===== config.mk =====
export PLATFORM = sky130hd
export DESIGN_NAME = oahm_ram
export DESIGN_NICKNAME = d
export VERILOG_FILES = /design/src/rtl/core/open_addressing_hash_map_assert.svh /design/src/rtl/core/oahm_ram.sv
export SDC_FILE = /design/constraint.sdc
export NUM_CORES = 2
export LEC_CHECK = 0
export BUFFER_PORTS_ARGS = -buffer_cell sky130_fd_sc_hd__buf_2
export CAP_MARGIN = 20
export CORE_MARGIN = 10
export CORE_UTILIZATION = 35
export CTS_BUF_LIST = sky130_fd_sc_hd__clkbuf_16
export DETAILED_ROUTE_END_ITERATION = 8
export PLACE_DENSITY_LB_ADDON = 0.25
export REMOVE_ABC_BUFFERS = 1
export SLEW_MARGIN = 25
export SYNTH_ARGS = -nofsm -noshare
export SYNTH_HDL_FRONTEND = slang
export SYNTH_SLANG_ARGS = --single-unit
export TNS_END_PERCENT = 1

===== constraint.sdc =====
create_clock -name clk -period 3.25 [get_ports clk]
set_clock_uncertainty 0.2 [all_clocks]
set_input_delay 0.65 -clock clk [delete_from_list [all_inputs] [get_ports clk]]
set_output_delay 0.65 -clock clk [all_outputs]
set_load 0.1 [all_outputs]

===== src/rtl/core/open_addressing_hash_map_assert.svh =====
// ----------------------------------------------------------------------------
// Assertion macros for the hash map core
// Concurrent checks on clk, masked while arst_n is low.
// ----------------------------------------------------------------------------
`ifndef OPEN_ADDRESSING_HASH_MAP_ASSERT_SVH
`define OPEN_ADDRESSING_HASH_MAP_ASSERT_SVH

// same-cycle implication
`define OAHM_ASSERT_IMP(lbl, ante, cons, msg) \
	lbl: assert property (@(posedge clk) disable iff (!arst_n) (ante) |-> (cons)) \
		else $error(msg);

// next-cycle implication
`define OAHM_ASSERT_NXT(lbl, ante, cons, msg) \
	lbl: assert property (@(posedge clk) disable iff (!arst_n) (ante) |=> (cons)) \
		else $error(msg);

`endif


===== src/rtl/core/oahm_ram.sv =====
// ----------------------------------------------------------------------------
// oahm_ram
// Generic simple dual-port RAM, one write port, one registered read port.
// ----------------------------------------------------------------------------
`default_nettype none

module oahm_ram #(
	parameter int DATA_W = 8,
	parameter int DEPTH  = 256
) (
	input  wire logic                     clk,
	input  wire logic                     we,
	input  wire logic [$clog2(DEPTH)-1:0] waddr,
	input  wire logic [DATA_W-1:0]        wdata,
	input  wire logic [$clog2(DEPTH)-1:0] raddr,
	output logic      [DATA_W-1:0]        rdata
);

	logic [DATA_W-1:0] mem_q [DEPTH];

	always_ff @(posedge clk) begin
		if (we) begin
			mem_q[waddr] <= wdata;
		end
		rdata <= mem_q[raddr];
	end

endmodule

`default_nettype wire


## Word level (Yosys, flattened, before mapping)

Memory sizes are Yosys's and may differ from the RTL's. A register that Yosys moved wholly into a read port is not among the register bits.
Index checks and enable logic that the tools add are counted.

| word-level totals | value |
|---|---|
| flip-flop bits (word level) | 0 |
| RAM bits | 2048 |
| input port bits | 26 |
| output and inout bits | 8 |
| logic and storage cells | 3 |
| memories | 1 |

Memory list:

| name | depth | width | read ports | clocked after Yosys merged registers in | write ports | RTL line | text |
|---|---|---|---|---|---|---|---|
| mem_q | 256 | 8 | 1 | 1 | 1 | oahm_ram.sv:19 | `logic [DATA_W-1:0] mem_q [DEPTH];` |

| operators by class | value |
|---|---|
| multiplexer cells | 2 |

Operator list:

| cell | count |
|---|---|
| 2-to-1 mux 1 bit | 2 |

## Depth between registers and ports, before layout

| logic depth | value |
|---|---|
| depth after elaboration | 2 |
| gate-level depth with buffers | 11 |
| gate-level depth less buffers | 6 |

## Worst setup path before layout

No wires, ideal clock.

| path | value |
|---|---|
| kind | input port to flip-flop |
| from | input port raddr[0] |
| to | register rdata[2] (read register of mem_q) |
| setup time | 0.131 ns |
| arrival | 2.457 ns |
| data required time | 2.919 ns |
| slack | 0.462 ns |
| cell stages on the path | 9 |
| buffers on the path | 4 |
| cells stage by stage | buf_6 -> buf_12 -> buf_8 -> buf_2 -> mux4_2 -> a22oi_1 -> a21oi_1 -> nor4_1 -> nor4_2 |

RTL lines:

| item | RTL line | text |
|---|---|---|
| start: declaration | oahm_ram.sv:15 | `input wire logic [$clog2(DEPTH)-1:0] raddr,` |
| end: declaration | oahm_ram.sv:16 | `output logic [DATA_W-1:0] rdata` |

==> reports/qor.txt <==
DR DRC count - 0
Initial DRT Pass Iterations - 5
row count - 174
most numerous cell in the Yosys netlist - edfxtp_1
Setup violations, final - 0
fillers - 19,700
Synth area leader - edfxtp_1
status - complete, no violations
Seq/Total Area, Yosys - 0.775
# IOs - 34
Final Routed Wirelength - 215 mm
Final Util - 0.424
Worst Path Arrival - 3610 ps
clk_lat worst skew - 850 ps
Tmin final - 3110 ps
setup bufs post-CTS - 0
Yosys cell types - 55
Period Utilization, post-route - 0.957
grt total ovfl - 0
Initial Util - 0.353
share of layout cells above drive strength 1 - 0.332
largest net degree at the start of global routing - 100
actual slew at the worst max-slew pin - 916 ps
vias per cell - 5.29
Yosys warnings - 0
DPL Wire Length - 143 mm
CTS max path bufs - 3
Yosys top cell area share - 0.773
unrepaired setup endpoints after global routing - no
startpoint types - input pin
Die H - 497 µm
worst hold path class - in -> reg
final non-filler cell area - 95,600 µm²
max-cap violations - 0
fin. max-slew vios - 0
Power Density - 588 nW/µm²
first-pass GRT wire length - 311 mm
Clk pin slew, worst setup/hold paths - 60 ps
fraction of registers with async set or reset after synthesis - 0
number of global-route vias before repair - 41,700
TritonCTS clock tree - done
CTS sink count - 2,056
total number of vias - 40,700
initial antenna violation count - 16
Syn Area/Cell - 21.3 µm²
Lkg Pwr - 31.0 nW
Worst setup EP type - flop
CTS Buf Count - 212
Wirelength per Cell - 28.0 µm
Synth Instances - 3,733
# nets final - 4,533
Port Buf Inserts - 33
WP data required - 3750 ps
Final ANT Viol Nets - 0
CP Class - in -> reg
worst vdd ir - 0.635 mV
gpl congestion - 0.818
DIE WIDTH - 497 µm
worst-path fanout max - 16
area grow syn2layout - 20.2%
dominant cells by area after synthesis - edfxtp_1 77%, mux4_2 13%, mux2i_1 1.7%
Final Hold Vio Count - 0
most frequently used flop master after synthesis - edfxtp_1
Slew headroom - 0.387
gr usage total - 0.173
dpl cell area - 88,700 µm²
Post-Syn Area - 79,600 µm²
initial drt markers - 4,080
number of synthesized flops with an enable pin - 2,048
Fmax - 0.321 GHz
Core Footprint - 226,000 µm²
synth cell count leaders - 2,048 x edfxtp_1, 454 x mux4_2, 282 x nor2_1
die area - 247,000 µm²
clk root buf - clkbuf_16
flops & latches, synth - 2,056
H-tree Lvls - 4
final cells by class:
type / instances / area [µm²] / area share
Clock buffer: 215 / 5380 / 0.0563
Antenna cell: 6 / 15.0 / 0.000157
Multi-Input combinational cell: 1442 / 16500 / 0.173
Tap cell: 2992 / 3740 / 0.0392
Sequential cell: 2056 / 61700 / 0.645
Inverter: 2 / 7.51 / 0.0000785
Clock inverter: 175 / 1400 / 0.0146
Timing Repair Buffer: 793 / 6880 / 0.0719
power breakdown:
group          internal (mW)  leakage (nW)  switching [mW]
clock                   13.4          3.48            10.2
sequential              29.2          18.5          0.0615
combinational           1.29          9.10            2.02
total                   43.9          31.0            12.3
metrics by stage:
step	worst slack [ps]	setup TNS, ps	hold slack [ps]	total power, mW	instances
after floorplan	-7.82	-7.82	549	31.0	3500
after global placement	-1040	-5080	835	33.2	7279
after detailed placement	-775	-4750	844	33.2	7280
after CTS	145	0	19.1	56.8	7675
after global routing	35.2	0	50.7	58.0	7681
final	139	0	62.8	56.2	7681
worst max-delay path, stage by stage:
cell and delay [ps]:
buf_8 230, buf_12 150, buf_4 140, buf_12 140, buf_12 180, buf_4 150, mux4_2 530, a22oi_1 320
a21oi_1 170, nor4_1 580, buf_4 240, nor4_2 40
cells in the final DEF, fill, tap and decap left out, types with 13 or more instances in the layout:
cell type and count:
buf_4 686, nor4_1 23, a22oi_1 133, a221oi_1 13
bufinv_16 18, inv_1 44, nor2_1 279, nor2b_1 28
mux4_2 454, a21oi_1 96, clkbuf_16 215, buf_12 71
a211oi_1 16, mux2i_1 134, edfxtp_1 2048, nor3_1 22
nand2_1 33, nand3_1 31, clkinv_1 57, clkinv_2 34
buf_2 21, o22ai_1 28, o221ai_1 46
metal layers:
metal  part of all wire  vias up  GRT usage
met5           0.000060        -          0
met4              0.025        2     0.0461
met2               0.49     1230      0.288
met3              0.051      286     0.0240
met1               0.43    21900      0.240
li1                   -    17300          -
path summary, 6_finish.rpt:
kind | from | endpoint | slack [ps] | cells past startpoint
hold / removal | wdata[7] | mem_q[73][7] | 60 | 1
setup reg to reg | mem_q[53][2] | rdata[2] | 450 | 9
hold reg to reg | mem_q[33][5] | rdata[5] | 880 | 7
setup / recovery | raddr[0] | rdata[0] | 140 | 12
state kept, by name, summed over array words and instances (netlist names):
| signal | count |
|---|---|
| mem_q | 2048 |
| rdata | 8 |
timing repair:
item	in CTS	in global routing
hold buffers	5	0
endpoints found under the setup margin	0	0
gates resized for setup	0	0
endpoints found under the hold margin	109	0
cells by family (layout without fill, tap and decap cells):
family	count (synthesis)	in the layout	share of synthesized area
AO/OA/AOI/OAI	385	385	0.0342
buffers and inverters	235	1185	0.0183
flip-flops	2056	2056	0.775
multiplexers	591	591	0.146
other	0	6	0
AND/OR/NAND/NOR	466	466	0.0263
Power figures use the tool's default switching activity.
