**src/rtl/core/open_addressing_hash_map_assert.svh**
```systemverilog
// ----------------------------------------------------------------------------
// Assertion macros for the hash map core
// Concurrent checks on clk, masked while arst_n is low.
// ----------------------------------------------------------------------------
`ifndef OPEN_ADDRESSING_HASH_MAP_ASSERT_SVH
`define OPEN_ADDRESSING_HASH_MAP_ASSERT_SVH

// same-cycle implication
`define OAHM_ASSERT_IMP(lbl, ante, cons, msg) \
	lbl: assert property (@(posedge clk) disable iff (!arst_n) (ante) |-> (cons)) \
		else $error(msg);

// next-cycle implication
`define OAHM_ASSERT_NXT(lbl, ante, cons, msg) \
	lbl: assert property (@(posedge clk) disable iff (!arst_n) (ante) |=> (cons)) \
		else $error(msg);

`endif

```
**src/rtl/core/oahm_pkg.sv**
```systemverilog
// ----------------------------------------------------------------------------
// oahm_pkg
// Shared types and codes of the open-addressed hash map.
// ----------------------------------------------------------------------------
`default_nettype none

package oahm_pkg;

	localparam int CAPACITY_DEF = 256;

	localparam int KEY_W   = 32;
	localparam int VAL_W   = 64;
	localparam int CNT_W   = 9;
	localparam int TAG_W   = 2;
	localparam int REQ_W   = 2;
	localparam int STAT_W  = 2;
	localparam int IN_TDATA_W  = 128;
	localparam int OUT_TDATA_W = 88;

	localparam logic [CNT_W-1:0] MAX_LIVE_RST = 9'd166;

	// slot tags
	localparam logic [TAG_W-1:0] TAG_EMPTY = 2'd0;
	localparam logic [TAG_W-1:0] TAG_LIVE  = 2'd1;
	localparam logic [TAG_W-1:0] TAG_TOMB  = 2'd2;

	// request kinds
	localparam logic [REQ_W-1:0] REQ_GET = 2'd0;
	localparam logic [REQ_W-1:0] REQ_SET = 2'd1;
	localparam logic [REQ_W-1:0] REQ_DEL = 2'd2;

	// result status
	localparam logic [STAT_W-1:0] STAT_DONE   = 2'd0;
	localparam logic [STAT_W-1:0] STAT_ABSENT = 2'd1;
	localparam logic [STAT_W-1:0] STAT_FULL   = 2'd2;

	typedef struct packed {
		logic [TAG_W-1:0] tag;
		logic [KEY_W-1:0] key;
		logic [VAL_W-1:0] value;
	} slot_t;

	localparam int SLOT_W = $bits(slot_t);

	// classification of one probed slot
	typedef struct packed {
		logic is_empty;
		logic is_hit;
		logic is_tomb;
		logic is_last;
	} probe_res_t;

endpackage

`default_nettype wire

```
**src/rtl/core/oahm_probe.sv**
```systemverilog
// ----------------------------------------------------------------------------
// oahm_probe
// Probe unit: classifies one slot read and steps the probe index.
// ----------------------------------------------------------------------------
`default_nettype none

module oahm_probe
	import oahm_pkg::*;
#(
	parameter int IDX_W = 8
) (
	input  wire slot_t              slot,
	input  wire logic [KEY_W-1:0]   key,
	input  wire logic [IDX_W-1:0]   idx,
	input  wire logic [IDX_W-1:0]   cnt,
	output logic      [IDX_W-1:0]   next_idx,
	output probe_res_t              res
);

	always_comb begin
		res.is_empty = (slot.tag == TAG_EMPTY);
		res.is_hit   = (slot.tag == TAG_LIVE) && (slot.key == key);
		res.is_tomb  = (slot.tag != TAG_EMPTY) && (slot.tag != TAG_LIVE);
		res.is_last  = (cnt == {IDX_W{1'b1}});
		next_idx     = idx + {{(IDX_W-1){1'b0}}, 1'b1};   // wraps at the IDX_W width
	end

endmodule

`default_nettype wire

```
**config.mk**
```make
export PLATFORM = sky130hd
export DESIGN_NAME = oahm_probe
export DESIGN_NICKNAME = d
export VERILOG_FILES = /design/src/rtl/core/open_addressing_hash_map_assert.svh /design/src/rtl/core/oahm_pkg.sv /design/src/rtl/core/oahm_probe.sv
export SDC_FILE = /design/constraint.sdc
export NUM_CORES = 1
export LEC_CHECK = 0
export BUFFER_PORTS_ARGS = -buffer_cell sky130_fd_sc_hd__buf_2
export CORE_AREA = 5 5 58 60
export DETAILED_ROUTE_END_ITERATION = 8
export DIE_AREA = 0 0 63 65
export PLACE_DENSITY = 0.79
export REMOVE_ABC_BUFFERS = 1
export SETUP_SLACK_MARGIN = 0.1
export SYNTH_ARGS = -nofsm -noshare
export SYNTH_HDL_FRONTEND = slang
export SYNTH_SLANG_ARGS = --single-unit
```
**constraint.sdc**
```tcl
create_clock -name vclk -period 1.4
set_input_delay 0.28 -clock vclk [all_inputs]
set_output_delay 0.28 -clock vclk [all_outputs]
set_load 0.03 [all_outputs]
```
# ---- After elaboration in Yosys (flattened, before gate mapping)
# Index checks and enable logic that the tools add are counted.
dict set report word_totals {
  regBits 0
  in_bits 146
  output_inout_bits 12
  elab_cells 9
}
dict set report classes {
  n_addsub 1
  n_eq_ne 4
  n_reduce_logical 4
}
# cell n
set ops {}
lappend ops {{== test 32 bit} 1}
lappend ops {{adder 8 x 1 -> 8 bit, second input constant} 1}
lappend ops {{== test 8 bit, second input constant} 1}
lappend ops {{== test 2 x 1 -> 1 bit, second input constant} 1}
lappend ops {{logical AND 1 bit} 2}
lappend ops {{logical NOT 2 bit} 1}
lappend ops {{inequality test 2 x 1 -> 1 bit, second input constant} 1}
lappend ops {{nonzero test 2 bit} 1}

# ---- Logic depth before layout (Yosys ltp)
dict set report depth {
  ltp_word 2
  mapped_depth 4
  mapped_depth_nobuf 4
}

# ---- Worst setup path before layout
# No wires, ideal clock.
dict set report synth_path {
  kind {input port to output port}
  start {in key[17]}
  end {out res[2] (netlist name)}
  arrival_time_ns 1.254
  required_ns 1.120
  setup_slack_ns -0.134
  cell_stages 4
  path_buffers 0
  cell_sequence {xor2_1 > nor4_1 > nand4_1 > nor3_2}
}
# item line_no
set synth_lines {}
lappend synth_lines {{start: declaration} oahm_probe.sv:13} ;# input wire logic [KEY_W-1:0] key,
lappend synth_lines {{end: declaration} oahm_probe.sv:17} ;# output probe_res_t res

==> results.rst <==
.. list-table::
   :header-rows: 1

   * - Metric
     - Value
   * - Run status
     - complete, but fails checks
   * - Failing checks
     - negative setup slack
   * - Pwr Density
     - ~290 nW/µm²
   * - Routed via count
     - 823
   * - Pin count of the biggest net entering global routing
     - 4
   * - Reported max-cap violation count
     - 0
   * - Number of standard-cell rows in the floorplan
     - 20
   * - Highest net fanout along the worst path
     - 1
   * - Startpoint type of the worst setup path
     - input pin
   * - Layout Area Growth over Synthesis
     - 140.9%
   * - Post-route DRC
     - 0
   * - I/O pin total
     - between 150 and 200
   * - Proportion of layout cells with a drive suffix above 1
     - 0.6855
   * - Core area
     - about 2900 µm²
   * - Final global-route overflow total
     - 0
   * - Most common cell after layout, fill and taps aside
     - buf_2
   * - Required time at the endpoint of the critical path
     - 1120 ps
   * - Commonest cells after routing, fill and taps aside
     - buf_2 (83), xor2_1 (32), buf_4 (7)
   * - Total power
     - roughly 0.34 mW
   * - Tcrit/Tclk final
     - 1.218
   * - Total wire length
     - about 2200 µm
   * - Period minus WS final
     - approximately 1700 ps
   * - Relative slew slack
     - 0.8066
   * - Pins Over Slew Limit
     - 0
   * - Class of the worst hold path
     - input pin to output port
   * - Synth Instances
     - 63
   * - Starting density of the core
     - 0.1670
   * - Routed vias/inst
     - between 4 and 5
   * - Endpoint class of the critical path
     - output port
   * - First-iteration detailed-routing DRC count
     - 5
   * - Slew of the pin with the lowest slew margin
     - about 290 ps
   * - Layout clock buffer count
     - 0
   * - Number of flip-flops and latches
     - 0
   * - Cts hold-fix bufs
     - 0
   * - Gr usage total
     - 0.1017
   * - WS Path Type
     - input pin to output port
   * - Antenna violations before repair
     - 0
   * - Average cell area after synthesis
     - between 7 and 8 µm²
   * - Worst EP arrival
     - ~1400 ps
   * - Count of unique library cells instantiated by Yosys
     - 13
   * - Final Hold Fails
     - 0
   * - Total number of yosys warnings
     - 0
   * - Chip Height
     - 65 µm
   * - Sequential standard cell area
     - 0 µm²
   * - Endpoints failing setup
     - 1
   * - Inserted Diodes
     - 0
   * - Largest vdd supply drop
     - around 140 µV
   * - Vias in the first global route
     - between 800 and 900
   * - IO buf count
     - 94
   * - Avg WL per Cell
     - between 10 and 15 µm
   * - Drt first pass iters
     - 2
   * - Detail Placement HPWL
     - between 2000 and 2500 µm
   * - Mapped Area
     - about 480 µm²
   * - Sequential share of the synthesized area
     - 0
   * - GP Congestion
     - roughly 0.73
   * - Number of nets in the layout
     - between 300 and 400
   * - Setup tns final
     - -305.7 ps
   * - Leakage power of the design
     - about 0.6 nW
   * - Width of the die
     - around 63 µm
   * - Highest clock rate
     - about 0.59 GHz
   * - Number of nets with antenna violations after routing
     - 0
   * - Worst Hold Path Cells
     - 2
   * - Hold Startpoint
     - slot[97]
   * - Setup repair after global routing missed its margin
     - yes
   * - Wire length of the first global-routing pass
     - 3560 µm
   * - Total die area
     - between 4000 and 5000 µm²
   * - Smallest setup slack after layout
     - -305.7 ps
   * - Hold Crit Endpoint
     - res[1]
-- power breakdown --
group          total (mW)  switching [mW]  internal, mW
Combinational       0.340           0.159         0.182
Sequential              0               0             0
Clock                   0               0             0
-- worst max path at each step --
stage / startpoint / end / depth (start not counted)
finish: slot[89] / res[2] / 7
global route: slot[89] / res[2] / 7
CTS: key[25] / res[2] / 7
detailed placement: key[14] / res[2] / 7
global placement: key[14] / res[2] / 7
floorplan: key[17] / res[2] / 4
-- cell type report --
| class | count | area, µm² |
|---|---|---|
| inverters | 1 | 3.754 |
| repair buffers | 97 | 554.3 |
| well taps | 33 | 41.29 |
| multi-input cells | 61 | 558.0 |
| fillers | 292 | 1720 |
-- logic make-up (layout without fill, tap and decap cells) --
group / Yosys count / in the layout / synth area share
XOR/XNOR: 38 / 38 / 0.6927
AND/OR/NAND/NOR: 22 / 22 / 0.2656
buffers and inverters: 2 / 98 / 0.01561
adder cells (fa/ha/maj): 1 / 1 / 0.02604
-- worst max-delay path, cell delays in order --
cell and delay (ps):
buf_2 110, xor2_1 140, nor4_2 340, buf_4 160, nand4_1 100, nor3_2 120
buf_4 180
-- Yosys cell counts, drive strengths merged --
library cell,n,area share
and3,1,0.013
clkbuf,1,0.0078
ha,1,0.026
inv,1,0.0078
nand2,1,0.0078
nand3,4,0.042
nand4,4,0.052
nor2,3,0.023
nor3,1,0.021
nor3b,1,0.016
nor4,7,0.091
xnor2,6,0.11
xor2,32,0.58
-- through the flow --
stage | instances | area (µm²) | hold slack [ps] | utilization | setup slack, ps
floorplan | 62 | 476.7 | 560.0 | - | -134.3
global placement | 190 | 996.0 | 836.7 | 0.3461 | -519.6
detailed placement | 190 | 996.0 | 838.1 | 0.3461 | -493.2
CTS | 192 | 1104 | 838.8 | 0.3835 | -361.1
global route | 192 | 1157 | 856.2 | 0.4022 | -426.9
finish | 192 | 1157 | 839.1 | 0.4022 | -305.7
-- timing repair --
| action | 4_1_cts | 5_1_grt |
|---|---|---|
| cloned | 0 | 0 |
| setup buffers | 2 | 0 |
| endpoints found under the setup margin | 5 | 5 |
| pin swaps | 9 | 2 |
| gates resized for setup | 22 | 13 |
-- layer usage --
layer  vias to the layer above  part of all wire  track usage
li1                        409                 -            -
met1                       347              0.35       0.1105
met2                        67              0.50       0.1949
met3                         0              0.15      0.03986
met4                         0                 0            0
met5                         -                 0            0
No activity file was read; power rests on OpenSTA's default activity.
